$ cat src/quadrature_position_decoder_defines.svh
// Assertion macros for the quadrature position decoder.
// Included by the RTL files that carry concurrent checks; depends on nothing.
`ifndef QUADRATURE_POSITION_DECODER_DEFINES_SVH
`define QUADRATURE_POSITION_DECODER_DEFINES_SVH

`ifndef SYNTHESIS

// Same-cycle implication, disabled during reset.
`define QPD_ASSERT_IMP(label, clk, rst, ante, cons, msg) \
   label: assert property (@(posedge clk) disable iff (rst) (ante) |-> (cons)) \
      else $error(msg);

// Next-cycle implication, disabled during reset.
`define QPD_ASSERT_NEXT(label, clk, rst, ante, cons, msg) \
   label: assert property (@(posedge clk) disable iff (rst) (ante) |=> (cons)) \
      else $error(msg);

`else

`define QPD_ASSERT_IMP(label, clk, rst, ante, cons, msg)
`define QPD_ASSERT_NEXT(label, clk, rst, ante, cons, msg)

`endif

`endif

$ cat src/qpd_pkg.sv
// Shared types and constants for the quadrature position decoder.
// No dependencies; imported by qpd_step and the top level.
`timescale 1ns / 1ps

package qpd_pkg;

   localparam int unsigned POS_W   = 32;
   localparam int unsigned PHASE_W = 2;

   // Phase difference codes, (new - old) mod 4
   localparam logic [PHASE_W-1:0] STEP_HOLD = 2'd0;
   localparam logic [PHASE_W-1:0] STEP_UP   = 2'd1;
   localparam logic [PHASE_W-1:0] STEP_JUMP = 2'd2;
   localparam logic [PHASE_W-1:0] STEP_DOWN = 2'd3;

   typedef struct packed {
      logic line_a;
      logic line_b;
      logic line_a_inverted;
      logic line_b_inverted;
      logic zero_request;
   } req_type;

   typedef struct packed {
      logic signed [POS_W-1:0] position;
      logic                    zeroed;
      logic                    sequence_error;
      logic                    integrity_error;
   } rsp_type;

   // Decoder state carried between beats
   typedef struct packed {
      logic signed [POS_W-1:0] position;
      logic [PHASE_W-1:0]      phase;
      logic                    sequence_error;
      logic                    integrity_error;
      logic                    zeroed;
   } state_type;

endpackage

$ cat src/qpd_step.sv
// Next-state logic for one sample of the encoder lines.
// Depends on qpd_pkg.
`timescale 1ns / 1ps

module qpd_step
   import qpd_pkg::*;
(
   input  state_type cur,
   input  req_type   sample,
   input  logic      check_enable,
   output state_type nxt
);

   logic [PHASE_W-1:0] phase;
   logic [PHASE_W-1:0] step;
   logic               integrity_fail;

   // Gray to binary: {A, A^B}
   assign phase = {sample.line_a, sample.line_a ^ sample.line_b};
   assign step  = phase - cur.phase;

   assign integrity_fail = check_enable &&
                           ((sample.line_a_inverted == sample.line_a) ||
                            (sample.line_b_inverted == sample.line_b));

   always_comb begin
      nxt       = cur;
      nxt.phase = phase;
      case (step)
         STEP_HOLD: nxt.position = cur.position;
         STEP_UP:   nxt.position = cur.position + 32'sd1;
         STEP_DOWN: nxt.position = cur.position - 32'sd1;
         STEP_JUMP: nxt.sequence_error = 1'b1;
         default:   nxt.position = cur.position;
      endcase
      if (integrity_fail) begin
         nxt.integrity_error = 1'b1;
      end
      if (sample.zero_request) begin
         nxt.position = '0;
         nxt.zeroed   = 1'b1;
      end
   end

endmodule

$ cat src/quadrature_position_decoder.sv
// Top level of the x4 quadrature position decoder, one axis.
// Depends on qpd_pkg, qpd_step and quadrature_position_decoder_defines.svh.
`timescale 1ns / 1ps
`include "quadrature_position_decoder_defines.svh"

//  channel | ports                                | beat
//  --------+--------------------------------------+----------------------------------
//  req     | req_valid, req_stall, req_data       | one sample of A, B, /A, /B, zero
//  rsp     | rsp_valid, rsp_stall, rsp_data       | position and sticky flags
//  csr     | csr_valid, csr_ready, csr_wdata      | differential check enable
//
//  One sample per cycle while req_stall is low; its result appears in the cycle after acceptance.
//  The result passes through the single rsp register; the step logic is a 32-bit increment or decrement.
//  req_stall is high only while the rsp register holds a beat and rsp_stall is high.
//  Synchronous reset clears position, phase (A=0, B=0), flags and check enable.
//  csr_ready is always high.

module quadrature_position_decoder
   import qpd_pkg::*;
(
   input  logic    clock,
   input  logic    reset,
   input  logic    req_valid,
   output logic    req_stall,
   input  req_type req_data,
   output logic    rsp_valid,
   input  logic    rsp_stall,
   output rsp_type rsp_data,
   input  logic    csr_valid,
   output logic    csr_ready,
   input  logic    csr_wdata
);

   // Decoder state
   state_type state_ff, state_in;
   // Result register
   logic      rsp_valid_ff, rsp_valid_in;
   rsp_type   rsp_data_ff, rsp_data_in;
   // Configuration
   logic      check_en_ff, check_en_in;

   logic      req_accept;

   // Input blocks only when a held result is not being drained
   assign req_stall  = rsp_valid_ff && rsp_stall;
   assign req_accept = req_valid && !req_stall;

   assign csr_ready   = 1'b1;
   assign check_en_in = (csr_valid && csr_ready) ? csr_wdata : check_en_ff;

   qpd_step u_step (
      .cur          (state_ff),
      .sample       (req_data),
      .check_enable (check_en_ff),
      .nxt          (state_in)
   );

   assign rsp_valid_in = req_accept || req_stall;

   always_comb begin
      rsp_data_in = rsp_data_ff;
      if (req_accept) begin
         rsp_data_in.position        = state_in.position;
         rsp_data_in.zeroed          = state_in.zeroed;
         rsp_data_in.sequence_error  = state_in.sequence_error;
         rsp_data_in.integrity_error = state_in.integrity_error;
      end
   end

   always_ff @(posedge clock) begin
      if (reset) begin
         state_ff     <= '0;
         rsp_valid_ff <= 1'b0;
         check_en_ff  <= 1'b0;
      end else begin
         if (req_accept) begin
            state_ff <= state_in;
         end
         rsp_valid_ff <= rsp_valid_in;
         check_en_ff  <= check_en_in;
      end
   end

   // Payload register, no reset needed
   always_ff @(posedge clock) begin
      rsp_data_ff <= rsp_data_in;
   end

   assign rsp_valid = rsp_valid_ff;
   assign rsp_data  = rsp_data_ff;

   // Checks
   `QPD_ASSERT_NEXT(a_accept_gives_rsp, clock, reset, req_accept, rsp_valid_ff, "accepted beat produced no result")
   `QPD_ASSERT_NEXT(a_zero_clears, clock, reset, req_accept && req_data.zero_request, (rsp_data_ff.position == '0) && rsp_data_ff.zeroed, "zero request did not clear position")
   `QPD_ASSERT_NEXT(a_seq_sticky, clock, reset, state_ff.sequence_error, state_ff.sequence_error, "sequence error flag dropped")
   `QPD_ASSERT_NEXT(a_int_sticky, clock, reset, state_ff.integrity_error, state_ff.integrity_error, "integrity error flag dropped")
   `QPD_ASSERT_IMP(a_rsp_tracks_state, clock, reset, rsp_valid_ff, rsp_data_ff.position == state_ff.position, "result position out of step with state")

endmodule
$ cat config.mk
export PLATFORM = sky130hd
export DESIGN_NAME = quadrature_position_decoder
export DESIGN_NICKNAME = d
export VERILOG_FILES = /design/src/qpd_pkg.sv /design/src/qpd_step.sv /design/src/quadrature_position_decoder.sv
export VERILOG_INCLUDE_DIRS = /design/src /design/src/src
export SDC_FILE = /design/constraint.sdc
export NUM_CORES = 1
export LEC_CHECK = 0
export BUFFER_PORTS_ARGS = -buffer_cell sky130_fd_sc_hd__buf_2
export CORE_MARGIN = 2
export CORE_UTILIZATION = 40
export CTS_BUF_LIST = sky130_fd_sc_hd__clkbuf_4 sky130_fd_sc_hd__clkbuf_8 sky130_fd_sc_hd__clkbuf_16
export CTS_CLUSTER_DIAMETER = 120
export DETAILED_ROUTE_END_ITERATION = 6
export SLEW_MARGIN = 5
export SYNTH_ARGS = -nofsm -noshare
export SYNTH_HDL_FRONTEND = slang
export SYNTH_SLANG_ARGS = --single-unit
$ cat constraint.sdc
create_clock -name clock -period 6.33 [get_ports clock]
set_input_delay 0.3165 -clock clock [delete_from_list [all_inputs] [get_ports clock]]
set_output_delay 0.3165 -clock clock [all_outputs]
set_load 0.02 [all_outputs]
==> Word-level counts from Yosys, hierarchy flattened <==
Index checks and enable logic that the tools add are counted.
{ "word_totals": {"regBits": 74, "input_bits": 11, "output_inout_bits": 38, "word_cells": 31} }
{ "classes": {"addsub": 3, "eq_ne": 5, "n_mux": 5, "bitwise_logic": 1, "n_reduce_logical": 6} }
{ "op_table": {"columns": ["cell", "count"], "rows": [
  ["32-bit case mux with 2 select lines", 1],
  ["32-bit by 2-bit adder with 32-bit output, second input constant", 1],
  ["32-bit 2-to-1 mux", 1],
  ["32-bit by 2-bit subtractor with 32-bit output, second input constant", 1],
  ["2-bit equality test, second input constant", 2],
  ["1-bit logical AND", 3],
  ["1-bit 2-to-1 mux", 3],
  ["1-bit equality test", 2],
  ["2-bit by 1-bit equality test with 1-bit output, second input constant", 1],
  ["1-bit logical OR", 2],
  ["2-bit subtractor", 1],
  ["1-bit zero test", 1],
  ["1-bit bitwise XOR", 1]
]} }

==> Logic depth before layout (Yosys ltp) <==
Gate-level depths: netlist of run 1.
{ "depth": {"word_depth": 5, "depth_mapped": 17, "depth_no_buf": 13} }

==> By module <==
Synthesis of run 1 repeated with hierarchy kept, for this count alone.
{ "unflattened": {"hier_cells": 548, "area_unflattened_um2": 4906.0} }
{ "modules_own_cells": {"columns": ["mod", "n_inst", "cells_each", "area_per_inst_um2", "seq_area_each_um2"], "rows": [
  ["quadrature_position_decoder", 1, 205, 2807.7, 1831.8],
  ["qpd_step", 1, 343, 2098.3, 0.0]
]} }

==> Least setup slack after synthesis of run 1 <==
No wires, ideal clock.
{ "synth_path": {"kind": "input to register", "start": "input req_data[4] (netlist bit)", "end": "register rsp_data_ff, in the netlist rsp_data[23], data pin", "setup_time_ns": 0.266, "arrival_time_ns": 3.681, "required_ns": 6.064, "setup_slack_ns": 2.383, "path_stages": 17, "path_buffers": 4, "cell_sequence": "buf_6 > xnor2_1 > ha_1 > xor3_2 > buf_6 > nand2_4 > buf_6 > clkbuf_1 > xnor2_1 > ha_1 > nand4_1 > a2111oi_4 > a21oi_2 > or4_4 > a21oi_2 > xnor2_1 > nor2_1"} }
{ "synth_lines": {"columns": ["item", "line", "rtl"], "rows": [
  ["start, declared", "quadrature_position_decoder.sv:25", "input req_type req_data,"],
  ["end signal, assigned", "quadrature_position_decoder.sv:86", "rsp_data_ff <= rsp_data_in;"],
  ["end, declared", "quadrature_position_decoder.sv:38", "rsp_type rsp_data_ff, rsp_data_in;"]
]} }

==> Worst setup path in the final report of run 1 <==
{ "layout_path": {"start": "input req_data[4] (netlist bit)", "end": "register state_ff[23] (netlist bit)"} }
{ "layout_between": {"elab_chain_len": 5, "elab_cells_between_ends": 6, "cone_classes": "add/sub: 1; eq/ne: 2; mux: 2; bitwise: 1"} }
{ "layout_rtl": {"columns": ["item", "line", "rtl"], "rows": [
  ["1-bit bitwise XOR", "qpd_step.sv:19", "assign phase = {sample.line_a, sample.line_a ^ sample.line_b};"],
  ["2-bit subtractor (*)", "qpd_step.sv:20", "assign step = phase - cur.phase;"],
  ["2-bit equality test / 2-bit by 1-bit equality test with 1-bit output (equally long branches)", "qpd_step.sv:29", "case (step)"],
  ["32-bit case mux with 2 select lines (*)", "qpd_step.sv:29", null],
  ["32-bit 2-to-1 mux (*)", "qpd_step.sv:39", "if (sample.zero_request) begin"],
  ["end signal, assigned", "quadrature_position_decoder.sv:77", "state_ff <= state_in;"],
  ["end, declared", "quadrature_position_decoder.sv:35", "state_type state_ff, state_in;"]
]} }
Mark *: on every way between the ends. The rest lies on a longest branch, timed or not.
A chain may end at the register's enable or synchronous reset.

==> results of run 1 <==
[cell usage in the layout, fill, tap and decap left out, types with 9 or more instances in the layout]
master,count
nand2_1,54
or3_1,14
nand3_1,26
buf_2,47
xor2_1,11
clkbuf_16,9
edfxtp_1,35
dfxtp_1,39
mux2i_1,11
a31oi_1,12
xnor2_1,26
nor4_1,13
nor2_1,79
nand4_1,23
o21ai_0,18
nor3_1,29
a21oi_1,33
or4_1,10
[metrics by stage]
step           power (mW)  hold WS (ns)  setup slack [ns]    util
2_1_floorplan      0.9754        0.4293             2.383       -
3_3_place_gp        1.085        0.4463             2.181  0.4217
3_5_place_dp        1.089        0.4640             2.083  0.4217
4_1_cts             1.609        0.1878             2.453  0.4451
5_1_grt             1.685        0.1927             2.047  0.4451
6_report            1.607        0.1930             2.406  0.4451
[area by class of cell]
type                    instances  area (um2)  area share
well taps                     172       215.2     0.03878
multi-input cells             469        2917      0.5256
clock inverters                 4       45.04    0.008117
flip-flops and latches         74        1832      0.3301
repair buffers                 51       265.3     0.04780
inverters                       7       27.53    0.004961
clock buffers                  12       247.7     0.04464
[registers in the layout, indices dropped and copies added, names as in the netlist]
register     flops
state_ff        37
rsp_data        35
check_en_ff      1
rsp_valid        1
[path summary, 6_finish.rpt]
| kind | slack (ns) | to | startpoint | cells past startpoint |
|---|---|---|---|---|
| min reg2reg | 0.48 | state_ff[0] | state_ff[0] | 2 |
| max reg2reg | 2.41 | state_ff[23] | state_ff[3] | 12 |
| min | 0.19 | rsp_valid | req_valid | 2 |
| max | 2.41 | state_ff[23] | req_data[4] | 14 |
[logic make-up (layout without fill, tap and decap cells)]
kind of cell | Yosys count | in the layout | synth area share
other | 1 | 1 | 0.0007435
adders and majority gates | 2 | 2 | 0.004961
DFF | 74 | 74 | 0.3632
muxes | 15 | 15 | 0.03200
xor gates and xnor gates | 39 | 39 | 0.07368
AOI/OAI and AO/OA | 117 | 117 | 0.1578
and+or+nand+nor | 295 | 295 | 0.3091
buffers and inverters | 68 | 74 | 0.05855
[power groups by stage]
stage	sequential [mW]	clock [mW]	combinational [mW]
CTS	0.595	0.527	0.487
global placement	0.603	0	0.481
floorplan	0.605	0	0.370
global route	0.603	0.545	0.537
finish	0.596	0.519	0.491
detailed placement	0.605	0	0.484
[routing by layer]
metal,vias to the layer above,track usage,share of wire
met3,32,0.04359,0.059
met5,-,0,0
met2,187,0.3364,0.45
met1,2255,0.2994,0.47
met4,0,0.08492,0.025
li1,2255,-,-
==> impl_results.md, run 1 <==
- Status: finished clean
- Flops & latches, synth: 74
- Largest net degree at the start of global routing: 60
- Synth top area share: 0.2084
- Num rows: 41
- Critical path buffer and inverter count: 1
- Max Clock Freq: 0.2548 GHz
- FILL cells: 1210
- Detailed Route WL: 14330 um
- Vias in the first global route: 4278
- CP arrival: 4.20 ns
- Yosys cell types: 75
- Max_cap viols: 0
- DRT iter0 DRCs: 551
- CTS tree: done
- Yosys top cell by area: edfxtp_1
- Root Driver: clkbuf_16
- CP Cell Sequence: buf_2, xnor2_1, ha_1, xor3_2, nand2_4, xnor2_1, ha_1, or3_1, o311a_1, o21ai_1, or4_1, a21oi_1, or3b_1, a31oi_1
- Postcts setup bufs: 0
- Final cell count without fillers: 789
- Combinational share of power: 0.306
- Post-DP Area: 5256 um2
- Synth cell count leaders: nor2_1, nand2_1, clkbuf_1
- Residual DRC count: 0
- Pint: 1.043 mW
- Vias per inst: 5.994
- Die extent in x: 116.3 um
- Mapped Area: 5044 um2
- Sequential-to-total area share from yosys stat: 0.3632
- Final setup TNS: 0 ns
- Cell with the most instances after synthesis: nor2_1
- Final ANT Viol Nets: 0
- DP Wirelength: 9487 um
- Slowest CP cell: xor3_2
- First-pass GRT wire length: 22630 um
- Placer Congestion: 0.9766
- I/O pins: 49
- Maximum clock path buffer count: 2
- CP max FO: 21
- DIE AREA: 13520 um2
- Worst setup EP type: register
- Slew headroom: 0.3015
- Async S/R FF share, synth: 0
- Main flop type after synthesis: dfxtp_1
- Total CTS buffers: 9
- Initial antenna violation count: 0
- Grt ovf: 0
- Core area: 12470 um2
- Seq pwr share: 0.371
- NetSw: 0.5635 mW
- Post-synth EDFFs: 35
- VDD IR max: 0.1352 mV
- Hold WC Path Type: input pin to register
- Final Hold Viols: 0
- PD cells: 289.5 nW/um2
- Fin area: 5549 um2
- Slew Viols, Final: 0
- ANT cells: 0
- CP Class: input pin to register
- Final setup viols: 0
- Switching portion of total power: 0.3507
- Initial cell density of the core: 0.4046
- GRT Overall Usage: 0.2175
- Startpoint types: input pin
- Mean Syn Cell Area: 8.255 um2
- Synth area leaders: edfxtp_1, dfxtp_1, nor2_1
- Clk Latency, worst-skew pair: 0.35 ns
- Required @ worst endpoint: 6.60 ns
- Clock slew at reported path FFs: 0.06 ns
- CTS sink count: 74
- NumNets Final: 625
- Final min period: 3.924 ns
- H-tree depth: 3
- Unrepaired setup endpoints after global routing: false
- Port bufs: 47
- Period utilisation layout: 0.6200
- Post-synthesis cell count: 611
- Slew @ Worst Pin: 1.045 ns
- Die H: 116.3 um
- Placed Cells: 773
- Resized cells post-CTS: 0
- Clock skew: 0.008839 ns
- Clock power frac: 0.323
- Synthesized net count: 624
- Leakage: 2.073 nW
- YS warnings: 0
- Via count: 4729
- Crit path max-delay family: simple AND/OR/NAND/NOR gates
- Drt first pass iters: 5
- Slowest stage delay, CP: 0.56 ns
- Area grow syn2layout: 10.02%
- Hold_buf cts: 0
- DR WL/cell: 18.16 um
- Ratio of cells with drive above 1 in the final layout: 0.1442
Note: power is estimated with default switching activity, not from simulation.
==> run 2, diff against run 1 <==
==> constraint.sdc (replaced) <==
create_clock -name clock -period 3.2 [get_ports clock]
set_input_delay 0.16 -clock clock [delete_from_list [all_inputs] [get_ports clock]]
set_output_delay 0.16 -clock clock [all_outputs]
set_load 0.02 [all_outputs]
==> impl_results.md, run 2 (same netlist as run 1, synthesis figures left out) <==
- Status: finished clean
- Maximum clock path buffer count: 2
- Grt ovf: 0
- I/O pins: 49
- Clock slew at reported path FFs: 0.06 ns
- Critical path buffer and inverter count: 0
- Residual DRC count: 0
- Max_cap viols: 0
- CP Cell Sequence: ha_2, xor3_2, nand2_4, xnor2_2, ha_2, or3_1, o311a_4, o21ai_4, or4_1, a21oi_2, or3b_1, a31oi_1
- DR WL/cell: 17.67 um
- Vias per inst: 5.857
- Number of flip-flops in the largest register: 37
- First-pass GRT wire length: 23580 um
- Detailed Route WL: 14700 um
- Via count: 4873
- CP arrival: 3.29 ns
- Core area: 12470 um2
- Final setup TNS: 0 ns
- GRT Overall Usage: 0.2249
- Required @ worst endpoint: 3.47 ns
- Hold_buf cts: 0
- Slew Viols, Final: 0
- Num rows: 41
- CP max FO: 6
- ANT cells: 0
- CP Class: register to register
- Final setup viols: 0
- Slew @ Worst Pin: 1.013 ns
- Post-DP Area: 5657 um2
- Fin area: 6002 um2
- Area grow syn2layout: 19.00%
- Most used cell, CP: ha_2
- Final ANT Viol Nets: 0
- Commonest non-fill, non-tap cells in the layout: nor2_1, nand2_1, buf_2
- Vias in the first global route: 4416
- Clock skew: 0.004834 ns
- Ratio of cells with drive above 1 in the final layout: 0.2227
- Final Hold Viols: 0
- VDD IR max: 0.2716 mV
- DP Wirelength: 10360 um
- Final min period: 3.026 ns
- Worst setup EP type: register
- Root Driver: clkbuf_16
- Hold WC Path Type: input pin to register
- Initial antenna violation count: 0
- Placed Cells: 815
- CTS tree: done
- Die extent in x: 116.3 um
- DRT iter0 DRCs: 393
- Period utilisation layout: 0.9456
- Initial cell density of the core: 0.4046
- Leakage: 2.303 nW
- Slew headroom: 0.3248
- Largest net degree at the start of global routing: 36
- NumNets Final: 668
- Drt first pass iters: 5
- H-tree depth: 3
- Placer Congestion: 0.9050
- Die H: 116.3 um
- CTS sink count: 74
- Slowest CP cell: or3b_1
- Startpoint types: register
- Total CTS buffers: 9
- Crit path max-delay family: simple AND/OR/NAND/NOR gates
- Clk Latency, worst-skew pair: 0.35 ns
- Register bank with the most flops: state_ff
- Commonest non-fill, non-tap cell in the layout: nor2_1
- Port bufs: 47
- Max Clock Freq: 0.3305 GHz
- Slowest stage delay, CP: 0.37 ns
- DIE AREA: 13520 um2
- PD cells: 552.3 nW/um2
- Final cell count without fillers: 832
-- run 2: worst paths after layout --
check | from | to | slack [ns] | cells after the start
max reg2reg | state_ff[3] | state_ff[23] | 0.17 | 12
min | req_valid | rsp_valid | 0.04 | 2
max | state_ff[3] | state_ff[23] | 0.17 | 12
min reg2reg | state_ff[4] | state_ff[4] | 0.47 | 2
-- run 2: through the flow --
stage	setup slack (ns)	hold slack (ns)	power [mW]	util
4_1_cts	0.03814	0.03497	3.316	0.4782
5_1_grt	-0.008837	0.04678	3.498	0.4815
3_5_place_dp	-0.07432	0.3922	2.274	0.4538
3_3_place_gp	-0.03901	0.3860	2.262	0.4538
2_1_floorplan	-0.2950	0.2841	1.956	-
6_report	0.1741	0.03999	3.315	0.4815
-- run 2: layout make-up --
type                       count  area, um2
clock buffer                  13      261.5
clock inverter                 3      42.54
fill                        1197       6464
inverter                       7      27.53
multi-input combinational    469       3022
sequential                    74       1833
tap                          172      215.2
timing repair buffer          94      600.6
-- run 2: what timing repair did --
item | 4_1_cts | 5_1_grt
endpoints found under the setup margin | 0 | 11
gates resized for setup | 0 | 5
buffers inserted | 0 | 1
-- run 2: per-layer routing --
layer,GRT usage,vias up,part of all wire
met5,0,-,0
met4,0.07698,0,0.022
met3,0.04100,28,0.057
met2,0.3442,173,0.45
met1,0.3198,2340,0.47
li1,-,2332,-
-- run 2: where the power goes --
part / leakage, nW / internal (mW) / switching (mW)
clock: 0.150 / 0.650 / 0.388
combinational: 1.48 / 0.443 / 0.677
sequential: 0.670 / 1.09 / 0.0711
==> run 3, diff against run 2 <==
--- a/config.mk
+++ b/config.mk
@@ -6,6 +6,7 @@
 export SDC_FILE = /design/constraint.sdc
 export NUM_CORES = 1
 export LEC_CHECK = 0
+export ABC_AREA = 1
 export BUFFER_PORTS_ARGS = -buffer_cell sky130_fd_sc_hd__buf_2
 export CORE_MARGIN = 2
 export CORE_UTILIZATION = 40
==> impl_results.md, run 3 <==
- Status: finished clean
- Period utilisation layout: 0.8937
- Clock skew: 0.008280 ns
- Placed Cells: 956
- Synth Area in Adders: 0.004651
- Final Hold Viols: 0
- Post-Route Utilization: 0.4560
- CP max FO: 31
- Hold_buf cts: 0
- Detailed Route WL: 13960 um
- Clk Latency, worst-skew pair: 0.34 ns
- Post-synthesis cell count: 759
- Post-DP Area: 5725 um2
- Register bank with the most flops: state_ff
- Unrepaired setup endpoints after global routing: false
- Post-synth EDFFs: 35
- Total CTS buffers: 9
- YS warnings: 0
- DRT iter0 DRCs: 457
- CP Class: register to register
- Clock slew at reported path FFs: 0.06 ns
- Main flop type after synthesis: dfxtp_1
- First-pass GRT wire length: 23400 um
- Maximum clock path buffer count: 2
- CTS sink count: 74
- Final min period: 2.860 ns
- Area grow syn2layout: 11.79%
- FILL cells: 1354
- ANT cells: 0
- Initial antenna violation count: 0
- Placer Congestion: 0.9048
- Compound-Gate Fraction of Synth Area: 0.1812
- Commonest non-fill, non-tap cells in the layout: nand2_1, inv_1, a21oi_1
- Commonest non-fill, non-tap cell in the layout: nand2_1
- Leakage: 2.788 nW
- Vias per inst: 5.126
- Final setup viols: 0
- Grt ovf: 0
- Largest family of logic cells by synthesized area: simple AND/OR/NAND/NOR gates
- Mean Syn Cell Area: 7.088 um2
- Largest net degree at the start of global routing: 107
- Slew Viols, Final: 0
- Startpoint types: register
- Async S/R FF share, synth: 0
- Sequential-to-total area share from yosys stat: 0.3405
- CP arrival: 2.95 ns
- Die H: 120.0 um
- NumNets Final: 804
- Synthesized net count: 772
- Vias in the first global route: 4565
- Initial cell density of the core: 0.4079
- DP Wirelength: 9881 um
- I/O pins: 49
- Post-synthesis mux area share: 0
- Area fraction in and, or, nand and nor cells after synthesis: 0.3367
- Flops & latches, synth: 74
- Die extent in x: 120.0 um
- VDD IR max: 0.2821 mV
- Port bufs: 47
- CTS tree: done
- Num rows: 42
- Yosys cell types: 39
- Slew @ Worst Pin: 1.067 ns
- Drt first pass iters: 5
- Max Clock Freq: 0.3497 GHz
- Cell with the most instances after synthesis: nand2_1
- Synth cell count leaders: nand2_1, inv_1, a21oi_1
- GRT Overall Usage: 0.2009
- Number of flip-flops in the largest register: 37
- Synth area leaders: edfxtp_1, dfxtp_1, nand2_1
- Postcts setup bufs: 0
- DIE AREA: 14390 um2
- XOR/XNOR share of the synthesized area: 0.02256
- Fin Hold WS: 0.005411 ns
- Slew headroom: 0.2877
- Mapped Area: 5380 um2
- Fin area: 6015 um2
- Worst setup EP type: register
- Final setup TNS: 0 ns
- Core area: 13190 um2
- Final ANT Viol Nets: 0
- DR WL/cell: 14.38 um
- H-tree depth: 3
- PD cells: 565.9 nW/um2
- Yosys top cell by area: edfxtp_1
- Residual DRC count: 0
- Max_cap viols: 0
- Root Driver: clkbuf_16
- Hold WC Path Type: input pin to register
- Ratio of cells with drive above 1 in the final layout: 0.2050
- Via count: 4977
- Synth top area share: 0.1953
- Required @ worst endpoint: 3.29 ns
- Resized cells post-CTS: 0
- Final cell count without fillers: 971
[run 3: power by group]
group	switching (mW)	internal (mW)	total (mW)
Clock	0.400	0.607	1.01
Combinational	0.822	0.387	1.21
Sequential	0.0825	1.11	1.19
[run 3: cell type report]
class                      count  area (um2)  share of cell area
sequential                    74        1832              0.3046
tap                          176       220.2             0.03661
timing repair buffer          53       305.3             0.05076
multi-input combinational    540        2944              0.4895
clock inverter                 5       56.30            0.009361
inverter                     113       424.2             0.07052
clock buffer                  10       232.7             0.03869
[run 3: worst paths after layout]
check                   start      endpoint  slack, ns  cells after the start
setup / recovery  state_ff[3]  rsp_data[25]       0.34                     16
hold reg to reg     rsp_valid     rsp_valid       0.48                      2
setup reg to reg  state_ff[3]  rsp_data[25]       0.34                     16
hold / removal          reset     rsp_valid      0.005                      2
[run 3: cell families (layout without fill, tap and decap cells)]
group	after synthesis	count (layout)
adders and majority gates	2	2
DFF	74	74
other	1	1
xor gates and xnor gates	13	13
buffers and inverters	145	181
and+or+nand+nor	362	362
AOI/OAI and AO/OA	162	162
[run 3: metrics by stage]
step | power, mW | worst slack (ns)
after detailed placement | 2.403 | 0.2105
final | 3.404 | 0.3402
after global placement | 2.388 | 0.2350
after floorplan | 2.142 | 0.5458
after CTS | 3.416 | 0.3765
after global routing | 3.620 | 0.1307
[run 3: worst max-delay path, stage by stage, from the launching register on]
cell,delay (ns)
dfxtp_1,0.31
ha_1,0.35
inv_1,0.15
buf_4,0.38
nand4_1,0.14
nand2_1,0.13
inv_1,0.07
nor2_1,0.17
nand3_1,0.10
nand2_1,0.16
nand2_1,0.09
nand2_2,0.14
nand2_1,0.09
nand3_1,0.07
nand3_1,0.08
nand2_1,0.12
inv_1,0.04
[run 3: layer usage]
metal	GRT usage	part of all wire	wire [um]
met5	0	0	0
met1	0.3008	0.51	7075
met4	0.05956	0.018	248
met2	0.2944	0.42	5860
met3	0.03327	0.056	776
